**config.mk**
```make
export PLATFORM = sky130hd
export DESIGN_NAME = wep_rc4_decrypt_icv_check
export DESIGN_NICKNAME = d
export VERILOG_FILES = /design/src/sv/wepdec_pkg.sv /design/src/sv/wep_rc4_decrypt_icv_check.sv
export SDC_FILE = /design/constraint.sdc
export NUM_CORES = 2
export LEC_CHECK = 0
export ABC_AREA = 1
export BUFFER_PORTS_ARGS = -buffer_cell sky130_fd_sc_hd__buf_4
export CAP_MARGIN = 20
export CORE_ASPECT_RATIO = 2
export CORE_MARGIN = 2
export CORE_UTILIZATION = 42
export CTS_BUF_LIST = sky130_fd_sc_hd__clkbuf_8
export DETAILED_ROUTE_END_ITERATION = 6
export SYNTH_ARGS = -nofsm -noshare
export SYNTH_HDL_FRONTEND = slang
export SYNTH_SLANG_ARGS = --single-unit
```
**constraint.sdc**
```tcl
create_clock -name i_clk -period 17.3 [get_ports i_clk]
set_input_delay 3.46 -clock i_clk [delete_from_list [all_inputs] [get_ports i_clk]]
set_output_delay 3.46 -clock i_clk [all_outputs]
set_load 0.01 [all_outputs]
```
**src/sv/wepdec_pkg.sv**
```systemverilog
`timescale 1ns / 1ps
// ----------------------------------------------------------------------------
// wepdec_pkg
// Shared constants and helper functions for the WEP-40 RC4 decryptor with
// CRC-32 ICV check.
// ----------------------------------------------------------------------------
package wepdec_pkg;

    localparam int unsigned BYTE_W    = 8;
    localparam int unsigned IV_W      = 24;
    localparam int unsigned KEY_W     = 40;
    localparam int unsigned CRC_W     = 32;
    localparam int unsigned KEY_BYTES = 8;
    localparam int unsigned IN_DATA_W = 32;
    localparam int unsigned FILL_W    = 3;

    localparam logic [CRC_W-1:0] CRC_INIT = 32'hFFFF_FFFF;
    localparam logic [CRC_W-1:0] CRC_POLY = 32'hEDB8_8320;

    // Fold one byte into a reflected CRC-32, one bit per step
    function automatic logic [CRC_W-1:0] crc_byte(input logic [CRC_W-1:0] crc,
                                                  input logic [BYTE_W-1:0] b);
        logic [CRC_W-1:0] c;
        c = crc ^ {24'd0, b};
        for (int k = 0; k < 8; k++) begin
            if (c[0]) begin
                c = (c >> 1) ^ CRC_POLY;
            end else begin
                c = c >> 1;
            end
        end
        return c;
    endfunction

    // Reverse byte order of a 32-bit word
    function automatic logic [CRC_W-1:0] byte_swap(input logic [CRC_W-1:0] w);
        return {w[7:0], w[15:8], w[23:16], w[31:24]};
    endfunction

endpackage

```
**src/sv/wep_rc4_decrypt_icv_check.sv**
```systemverilog
`timescale 1ns / 1ps
// ----------------------------------------------------------------------------
// wep_rc4_decrypt_icv_check
// Decrypts a WEP-40 frame body byte by byte with RC4 and checks the CRC-32
// ICV carried in the last four bytes of the body.
// ----------------------------------------------------------------------------
// An accepted beat passes the read-i, read-j, swap and output states before its
// result is loaded into the output register. A beat marked frame start first
// loads the identity permutation and runs the key schedule over 256 steps of
// read, read, write, write. A new byte is taken only in idle, after the previous
// one ends its read, read, swap and keystream read on the permutation memory.
// Reset (synchronous, active low) clears indices, CRC, window and key; the
// permutation memory has no reset and is loaded by the first frame start.
module wep_rc4_decrypt_icv_check (
    input  logic                                i_clk,
    input  logic                                i_rst_n,
    // configuration write channel
    input  logic                                i_cfg_valid,
    output logic                                o_cfg_ready,
    input  logic [wepdec_pkg::KEY_W-1:0]        i_cfg_data,     // wep_key
    // ciphertext input stream
    input  logic                                s_axis_tvalid,
    output logic                                s_axis_tready,
    input  logic [wepdec_pkg::IN_DATA_W-1:0]    s_axis_tdata,   // iv[23:0], cipher_byte[31:24]
    input  logic                                s_axis_tuser,   // frame_start
    input  logic                                s_axis_tlast,   // last_byte
    // plaintext output stream
    output logic                                m_axis_tvalid,
    input  logic                                m_axis_tready,
    output logic [wepdec_pkg::BYTE_W-1:0]       m_axis_tdata,   // plain_byte[7:0]
    output logic                                m_axis_tuser,   // icv_ok
    output logic                                m_axis_tlast    // frame_end
);
    import wepdec_pkg::*;

    typedef enum logic [3:0] {
        ST_IDLE,
        ST_INIT,
        ST_K_RDN,
        ST_K_RDJ,
        ST_K_WRN,
        ST_K_WRJ,
        ST_P_RDI,
        ST_P_RDJ,
        ST_P_SWP,
        ST_P_OUT
    } t_state;

    t_state              r_state;
    logic [KEY_W-1:0]    r_wep_key;
    logic [IV_W-1:0]     r_iv;
    logic [BYTE_W-1:0]   r_cb;
    logic                r_last;
    logic [BYTE_W-1:0]   r_n;
    logic [BYTE_W-1:0]   r_i;
    logic [BYTE_W-1:0]   r_j;
    logic [BYTE_W-1:0]   r_si;
    logic [BYTE_W-1:0]   r_sj;
    logic [CRC_W-1:0]    r_crc;
    logic [CRC_W-1:0]    r_win;
    logic [FILL_W-1:0]   r_fill;
    logic                r_out_valid;
    logic [BYTE_W-1:0]   r_out_data;
    logic                r_out_last;
    logic                r_out_ok;

    // permutation memory, read data registered
    logic [BYTE_W-1:0]   mem [256];
    logic [BYTE_W-1:0]   r_rdata;
    logic                mem_rd_en;
    logic [BYTE_W-1:0]   mem_rd_addr;
    logic                mem_wr_en;
    logic [BYTE_W-1:0]   mem_wr_addr;
    logic [BYTE_W-1:0]   mem_wr_data;

    logic [BYTE_W-1:0]   key_arr [KEY_BYTES];
    logic [BYTE_W-1:0]   key_b;
    logic [BYTE_W-1:0]   n_i;
    logic [BYTE_W-1:0]   n_j;
    logic [BYTE_W-1:0]   ks_idx;
    logic [BYTE_W-1:0]   ks_byte;
    logic [BYTE_W-1:0]   plain;
    logic [CRC_W-1:0]    n_crc;
    logic [CRC_W-1:0]    n_win;
    logic [FILL_W-1:0]   n_fill;
    logic [CRC_W-1:0]    crc_fin;
    logic                icv_ok;
    logic                out_free;
    logic                in_beat;

    assign o_cfg_ready   = 1'b1;
    assign s_axis_tready = (r_state == ST_IDLE);
    assign in_beat       = s_axis_tvalid && s_axis_tready;
    assign out_free      = !r_out_valid || m_axis_tready;

    assign m_axis_tvalid = r_out_valid;
    assign m_axis_tdata  = r_out_data;
    assign m_axis_tlast  = r_out_last;
    assign m_axis_tuser  = r_out_ok;

    // key schedule key: iv bytes first, then the five secret bytes
    assign key_arr[0] = r_iv[23:16];
    assign key_arr[1] = r_iv[15:8];
    assign key_arr[2] = r_iv[7:0];
    assign key_arr[3] = r_wep_key[39:32];
    assign key_arr[4] = r_wep_key[31:24];
    assign key_arr[5] = r_wep_key[23:16];
    assign key_arr[6] = r_wep_key[15:8];
    assign key_arr[7] = r_wep_key[7:0];
    assign key_b      = key_arr[r_n[2:0]];

    // index arithmetic for key schedule and keystream
    assign n_i    = r_i + 8'd1;
    assign n_j    = (r_state == ST_K_RDJ) ? (r_j + r_rdata + key_b) : (r_j + r_rdata);
    assign ks_idx = r_si + r_sj;

    // memory port control
    always_comb begin
        mem_rd_en   = 1'b0;
        mem_rd_addr = r_n;
        mem_wr_en   = 1'b0;
        mem_wr_addr = r_n;
        mem_wr_data = r_n;
        unique case (r_state)
            ST_INIT: begin
                mem_wr_en = 1'b1;
            end
            ST_K_RDN: begin
                mem_rd_en = 1'b1;
            end
            ST_K_RDJ, ST_P_RDJ: begin
                mem_rd_en   = 1'b1;
                mem_rd_addr = n_j;
            end
            ST_K_WRN: begin
                mem_wr_en   = 1'b1;
                mem_wr_data = r_rdata;
            end
            ST_K_WRJ, ST_P_OUT: begin
                mem_wr_en   = 1'b1;
                mem_wr_addr = r_j;
                mem_wr_data = r_si;
            end
            ST_P_RDI: begin
                mem_rd_en   = 1'b1;
                mem_rd_addr = n_i;
            end
            ST_P_SWP: begin
                mem_rd_en   = 1'b1;
                mem_rd_addr = r_si + r_rdata;
                mem_wr_en   = 1'b1;
                mem_wr_addr = r_i;
                mem_wr_data = r_rdata;
            end
            default: begin
            end
        endcase
    end

    // permutation storage, read-first
    always_ff @(posedge i_clk) begin
        if (mem_rd_en) begin
            r_rdata <= mem[mem_rd_addr];
        end
        if (mem_wr_en) begin
            mem[mem_wr_addr] <= mem_wr_data;
        end
    end

    // forward the swapped entries to the keystream read; S[j] is written last
    always_comb begin
        if (ks_idx == r_j) begin
            ks_byte = r_si;
        end else if (ks_idx == r_i) begin
            ks_byte = r_sj;
        end else begin
            ks_byte = r_rdata;
        end
    end

    // decrypt, advance the ICV window and CRC
    assign plain   = r_cb ^ ks_byte;
    assign n_crc   = r_fill[2] ? crc_byte(r_crc, r_win[31:24]) : r_crc;
    assign n_win   = {r_win[23:0], plain};
    assign n_fill  = r_fill[2] ? r_fill : r_fill + 3'd1;
    assign crc_fin = n_crc ^ CRC_INIT;
    assign icv_ok  = r_last && n_fill[2] && (n_win == byte_swap(crc_fin));

    // sequencer and registered outputs
    always_ff @(posedge i_clk) begin
        if (!i_rst_n) begin
            r_state     <= ST_IDLE;
            r_wep_key   <= '0;
            r_n         <= '0;
            r_i         <= '0;
            r_j         <= '0;
            r_crc       <= CRC_INIT;
            r_win       <= '0;
            r_fill      <= '0;
            r_out_valid <= 1'b0;
        end else begin
            if (i_cfg_valid && o_cfg_ready) begin
                r_wep_key <= i_cfg_data;
            end
            // drop the taken result unless the output step loads a new one
            if (r_out_valid && m_axis_tready && (r_state != ST_P_OUT)) begin
                r_out_valid <= 1'b0;
            end
            unique case (r_state)
                ST_IDLE: begin
                    if (in_beat) begin
                        r_iv   <= s_axis_tdata[23:0];
                        r_cb   <= s_axis_tdata[31:24];
                        r_last <= s_axis_tlast;
                        if (s_axis_tuser) begin
                            r_crc   <= CRC_INIT;
                            r_win   <= '0;
                            r_fill  <= '0;
                            r_n     <= '0;
                            r_j     <= '0;
                            r_state <= ST_INIT;
                        end else begin
                            r_state <= ST_P_RDI;
                        end
                    end
                end
                // load the identity permutation
                ST_INIT: begin
                    r_n <= r_n + 8'd1;
                    if (r_n == 8'hFF) begin
                        r_state <= ST_K_RDN;
                    end
                end
                ST_K_RDN: begin
                    r_state <= ST_K_RDJ;
                end
                ST_K_RDJ: begin
                    r_si    <= r_rdata;
                    r_j     <= n_j;
                    r_state <= ST_K_WRN;
                end
                ST_K_WRN: begin
                    r_state <= ST_K_WRJ;
                end
                ST_K_WRJ: begin
                    r_n <= r_n + 8'd1;
                    if (r_n == 8'hFF) begin
                        r_i     <= '0;
                        r_j     <= '0;
                        r_state <= ST_P_RDI;
                    end else begin
                        r_state <= ST_K_RDN;
                    end
                end
                // keystream generation
                ST_P_RDI: begin
                    r_i     <= n_i;
                    r_state <= ST_P_RDJ;
                end
                ST_P_RDJ: begin
                    r_si    <= r_rdata;
                    r_j     <= n_j;
                    r_state <= ST_P_SWP;
                end
                ST_P_SWP: begin
                    r_sj    <= r_rdata;
                    r_state <= ST_P_OUT;
                end
                // hold until the output register is free
                ST_P_OUT: begin
                    if (out_free) begin
                        r_out_valid <= 1'b1;
                        r_out_data  <= plain;
                        r_out_last  <= r_last;
                        r_out_ok    <= icv_ok;
                        if (r_last) begin
                            r_crc  <= CRC_INIT;
                            r_win  <= '0;
                            r_fill <= '0;
                        end else begin
                            r_crc  <= n_crc;
                            r_win  <= n_win;
                            r_fill <= n_fill;
                        end
                        r_state <= ST_IDLE;
                    end
                end
                default: begin
                    r_state <= ST_IDLE;
                end
            endcase
        end
    end

    // icv_ok is only ever reported on a frame end
    a_ok_on_end: assert property (@(posedge i_clk) disable iff (!i_rst_n)
        m_axis_tvalid && m_axis_tuser |-> m_axis_tlast)
        else $error("icv_ok without frame_end");

    // a new result is loaded only from the keystream output step
    a_load_src: assert property (@(posedge i_clk) disable iff (!i_rst_n)
        $rose(r_out_valid) |-> $past(r_state == ST_P_OUT))
        else $error("result loaded outside keystream step");

    // the keystream output step ends in idle or holds
    a_out_exit: assert property (@(posedge i_clk) disable iff (!i_rst_n)
        r_state == ST_P_OUT |=> r_state == ST_IDLE || r_state == ST_P_OUT)
        else $error("bad exit from keystream output step");

    // the window fill never passes four
    a_fill_max: assert property (@(posedge i_clk) disable iff (!i_rst_n)
        r_fill[2] |-> r_fill[1:0] == 2'd0)
        else $error("window fill overflow");

endmodule
```
==> metrics.log <==
INFO  metric antenna_left = 0
INFO  metric ioPinCount = between 90 and 100
INFO  metric synthMostInstantiatedCell = nand2_1
INFO  metric post_synth_most_frequent_cells = nand2_1, nand3_1, edfxtp_1
INFO  metric grt_pass1_vias = approximately 70k
INFO  metric root_buffer = clkbuf_8
INFO  metric half_perimeter_wire_length_after_detailed_placement = 182000 µm
INFO  metric drt_iter0_drc = 6529
INFO  metric category_of_the_worst_setup_path_launch_point = register
INFO  metric max-slew-margin-rel = 0.115
INFO  metric initial_core_util = 0.422
INFO  metric globalRoute.busiestLayer = met2
INFO  metric required = between 15 and 20 ns
INFO  metric final.setup_skew = 0.0761 ns
INFO  metric drt-wirelength-per-cell = about 24 µm
INFO  metric global_route.usage.total = 0.253
INFO  metric synth_enable_flop_cells = 2115
INFO  metric area_growth_syn_to_layout = 8.62%
INFO  metric clk_transition_reported_paths = roughly 0.070 ns
INFO  metric avgSynthCellArea = 10.5 µm²
INFO  metric ys_top_cells_by_area = edfxtp_1, nand3_1, nand2_1, dfxtp_1, inv_1
INFO  metric place.detailed.instances = 11.9k
INFO  metric cts-root-to-sink-buffers = 4
INFO  metric placement.io_buffers = 90
INFO  metric power.ir.vdd_worst = roughly 0.00020 V
INFO  metric post_cts_resized = 0
INFO  metric ys_warn_count = 0
INFO  metric layout.nets = approximately 9.4k
INFO  metric post-place-ws = 9.52 ns
INFO  metric syn_area = 0.0978 mm²
INFO  metric maximum_number_of_pins_on_one_net_before_global_route_repair = 200
INFO  metric post_cts_buffers = 0
INFO  metric setup_viol_count_final = 0
INFO  metric routed_via_density = ~5.6
INFO  metric final-instance-count-excl-fill = between 10k and 15k
INFO  metric ys_ff_latch = about 2.3k
INFO  metric wl = slightly above 300000 µm
INFO  metric worst_path_setup_slack_after_routing = between 9 and 10 ns
INFO  metric synthCells = 9312
INFO  metric achievable-frequency = approximately 120 MHz
INFO  metric max_fanout_on_critical_path = approximately 150
INFO  metric std_cell_rows = 250
INFO  metric antenna_found_initial = 3
INFO  metric rsz_0062_raised_after_global_routing = no
INFO  metric synth-seq-area-share = 0.678
INFO  metric ctsHoldBuffers = 0
INFO  metric min_path_type = reg -> reg
INFO  metric fp.dieW = around 350 µm
INFO  metric worst_pin_slew = 1.33 ns
INFO  metric globalRoute.totalOverflow = 0
INFO  metric fin_crit = 8.10 ns
INFO  metric drv_slew = 0
INFO  metric cts_num_sinks = roughly 2.3k
INFO  metric tritoncts.num_buffers = 313
INFO  metric first_pass_iters = 6
INFO  metric tritoncts = done
INFO  metric yosys.cell_types.count = between 40 and 50
INFO  metric cts_max_level = 5
INFO  metric die-area = approximately 0.24 mm²
INFO  metric synthesis.nets = roughly 9.4k
INFO  metric timing.hold.ws = roughly 0.48 ns
INFO  metric synth.largest_area_cell = edfxtp_1
INFO  metric post_route_cells_drive_above_1_share = 0.0652
INFO  metric gr-usage-met2 = 0.455
INFO  metric utilization = 0.459
INFO  metric max_cap_violations = 0
INFO  metric share_of_the_synthesized_area_in_the_top_cell_type = 0.650
INFO  metric run_status = complete, no violations
INFO  metric use_met1 = 0.264
INFO  metric synth-async-reset-ratio = 0
INFO  metric post-route-drc-count = 0
INFO  metric cp-end-kind = register
INFO  metric core_area = 0.231 mm²
INFO  metric critical_path_class = reg -> reg
INFO  metric floorplan.die.height = between 600 and 700 µm
INFO  metric power_density_over_the_cells = about 160 mW/mm²
INFO  metric clkLatencyLatePin = 1.00 ns
INFO  metric p_leak = between 30 and 40 nW
INFO  metric worst_ep_arrival_time = between 8 and 9 ns
INFO  metric vias = about 70k
INFO  metric yosys_most_used_dff = edfxtp_1
INFO  metric global_route_wire_length_before_repair = approximately 450000 µm
INFO  metric setup_tns = 0 ns
INFO  metric report.final.hold_viol_count = 0
INFO  metric finalCritPeriodShare = 0.468
INFO  metric grt_use_met3 = 0.0337
INFO  metric routabilityCongestion = between 0.9 and 1
==> layout make-up <==
type                       count  area (µm²)
multi-input combinational   5888       26700
inverter                     594        2250
antenna                        3        7.51
sequential                  2251       66200
timing repair buffer         191        1670
clock inverter               217        1070
tap                         3024        3780
clock buffer                 324        4460
fill                       21400      125000
==> final timing paths <==
path,depth (start not counted),slack (ns),startpoint,end
worst max-delay path,24,9.20,r_n[1],r_rdata[0]
worst min-delay path,2,0.48,r_fill[1],r_fill[1]
worst max register to register,24,9.20,r_n[1],r_rdata[0]
worst min register to register,2,0.48,r_fill[1],r_fill[1]
==> sequential cells by signal, summed over array words and instances (netlist names), 24 cells and up <==
register and count:
mem 2048, r_iv 24, r_win 32, r_wep_key 40, r_crc 32
==> layout by cell type, fill, tap and decap left out, drive strengths merged <==
master,count
nand2,2556
nand3,2238
edfxtp,2115
inv,696
nor2,514
clkbuf,324
o21ai,195
buf,191
dfxtp,136
clkinv,99
o211ai,88
a21oi,88
nand3b,72
ha,31
xor2,22
o22ai,21
nor3,13
clkinvlp,11
a31oi,7
nand4,7
xnor2,6
or2,5
bufinv,5
fa,4
a22oi,4
diode,3
o21a,3
a32o,2
nor4,2
nor3b,2
a211oi,2
o21bai,1
o2bb2ai,1
and3,1
a2111oi,1
a311oi,1
conb,1
==> through the flow <==
stage | total power [mW] | area, µm²
floorplan | 11.1 | 97800
global placement | 13.1 | 101000
CTS | 17.0 | 106000
detailed placement | 13.1 | 101000
finish | 17.0 | 106000
global route | 17.7 | 106000
==> worst max-delay path, cell delays in order, from the launching register on <==
cell and delay [ns]:
dfxtp_1 0.76, inv_1 0.51, nor2_1 0.18, o21ai_0 0.10, a31oi_1 0.23, ha_1 0.19, inv_1 0.06, fa_1 0.46
o21ai_0 0.16, nand2_1 0.10, nand3_1 0.15, nor2_1 0.09, nor2_4 0.64, buf_4 0.82, buf_12 0.52, buf_4 0.94
nand3_1 0.15, nand3_1 0.19, nand3_1 0.11, nand3_1 0.20, nand3_1 0.16, nand3_1 0.28, nand2_1 0.12, nand2_1 0.11
nand2_1 0.08
==> metal layers <==
layer  up-vias  wire, µm  part of all wire
met4         2     27800             0.091
li1      32000         -                 -
met5         -        13          0.000043
met3       919     18600             0.061
met2      2993    157000              0.51
met1     34200    102000              0.34
==> where the power goes <==
part           switching [mW]  internal (mW)
registers              0.0903           6.55
clock network            2.05           1.82
logic                    4.91           1.54
==> cells by family after synthesis <==
family	share of synthesized area
AO/OA/AOI/OAI	0.0243
XOR/XNOR	0.00251
adder cells (fa/ha/maj)	0.00479
buffers and inverters	0.0507
flip-flops	0.678
other	0.0000384
AND/OR/NAND/NOR	0.240
(Power assumes the default switching activity.)
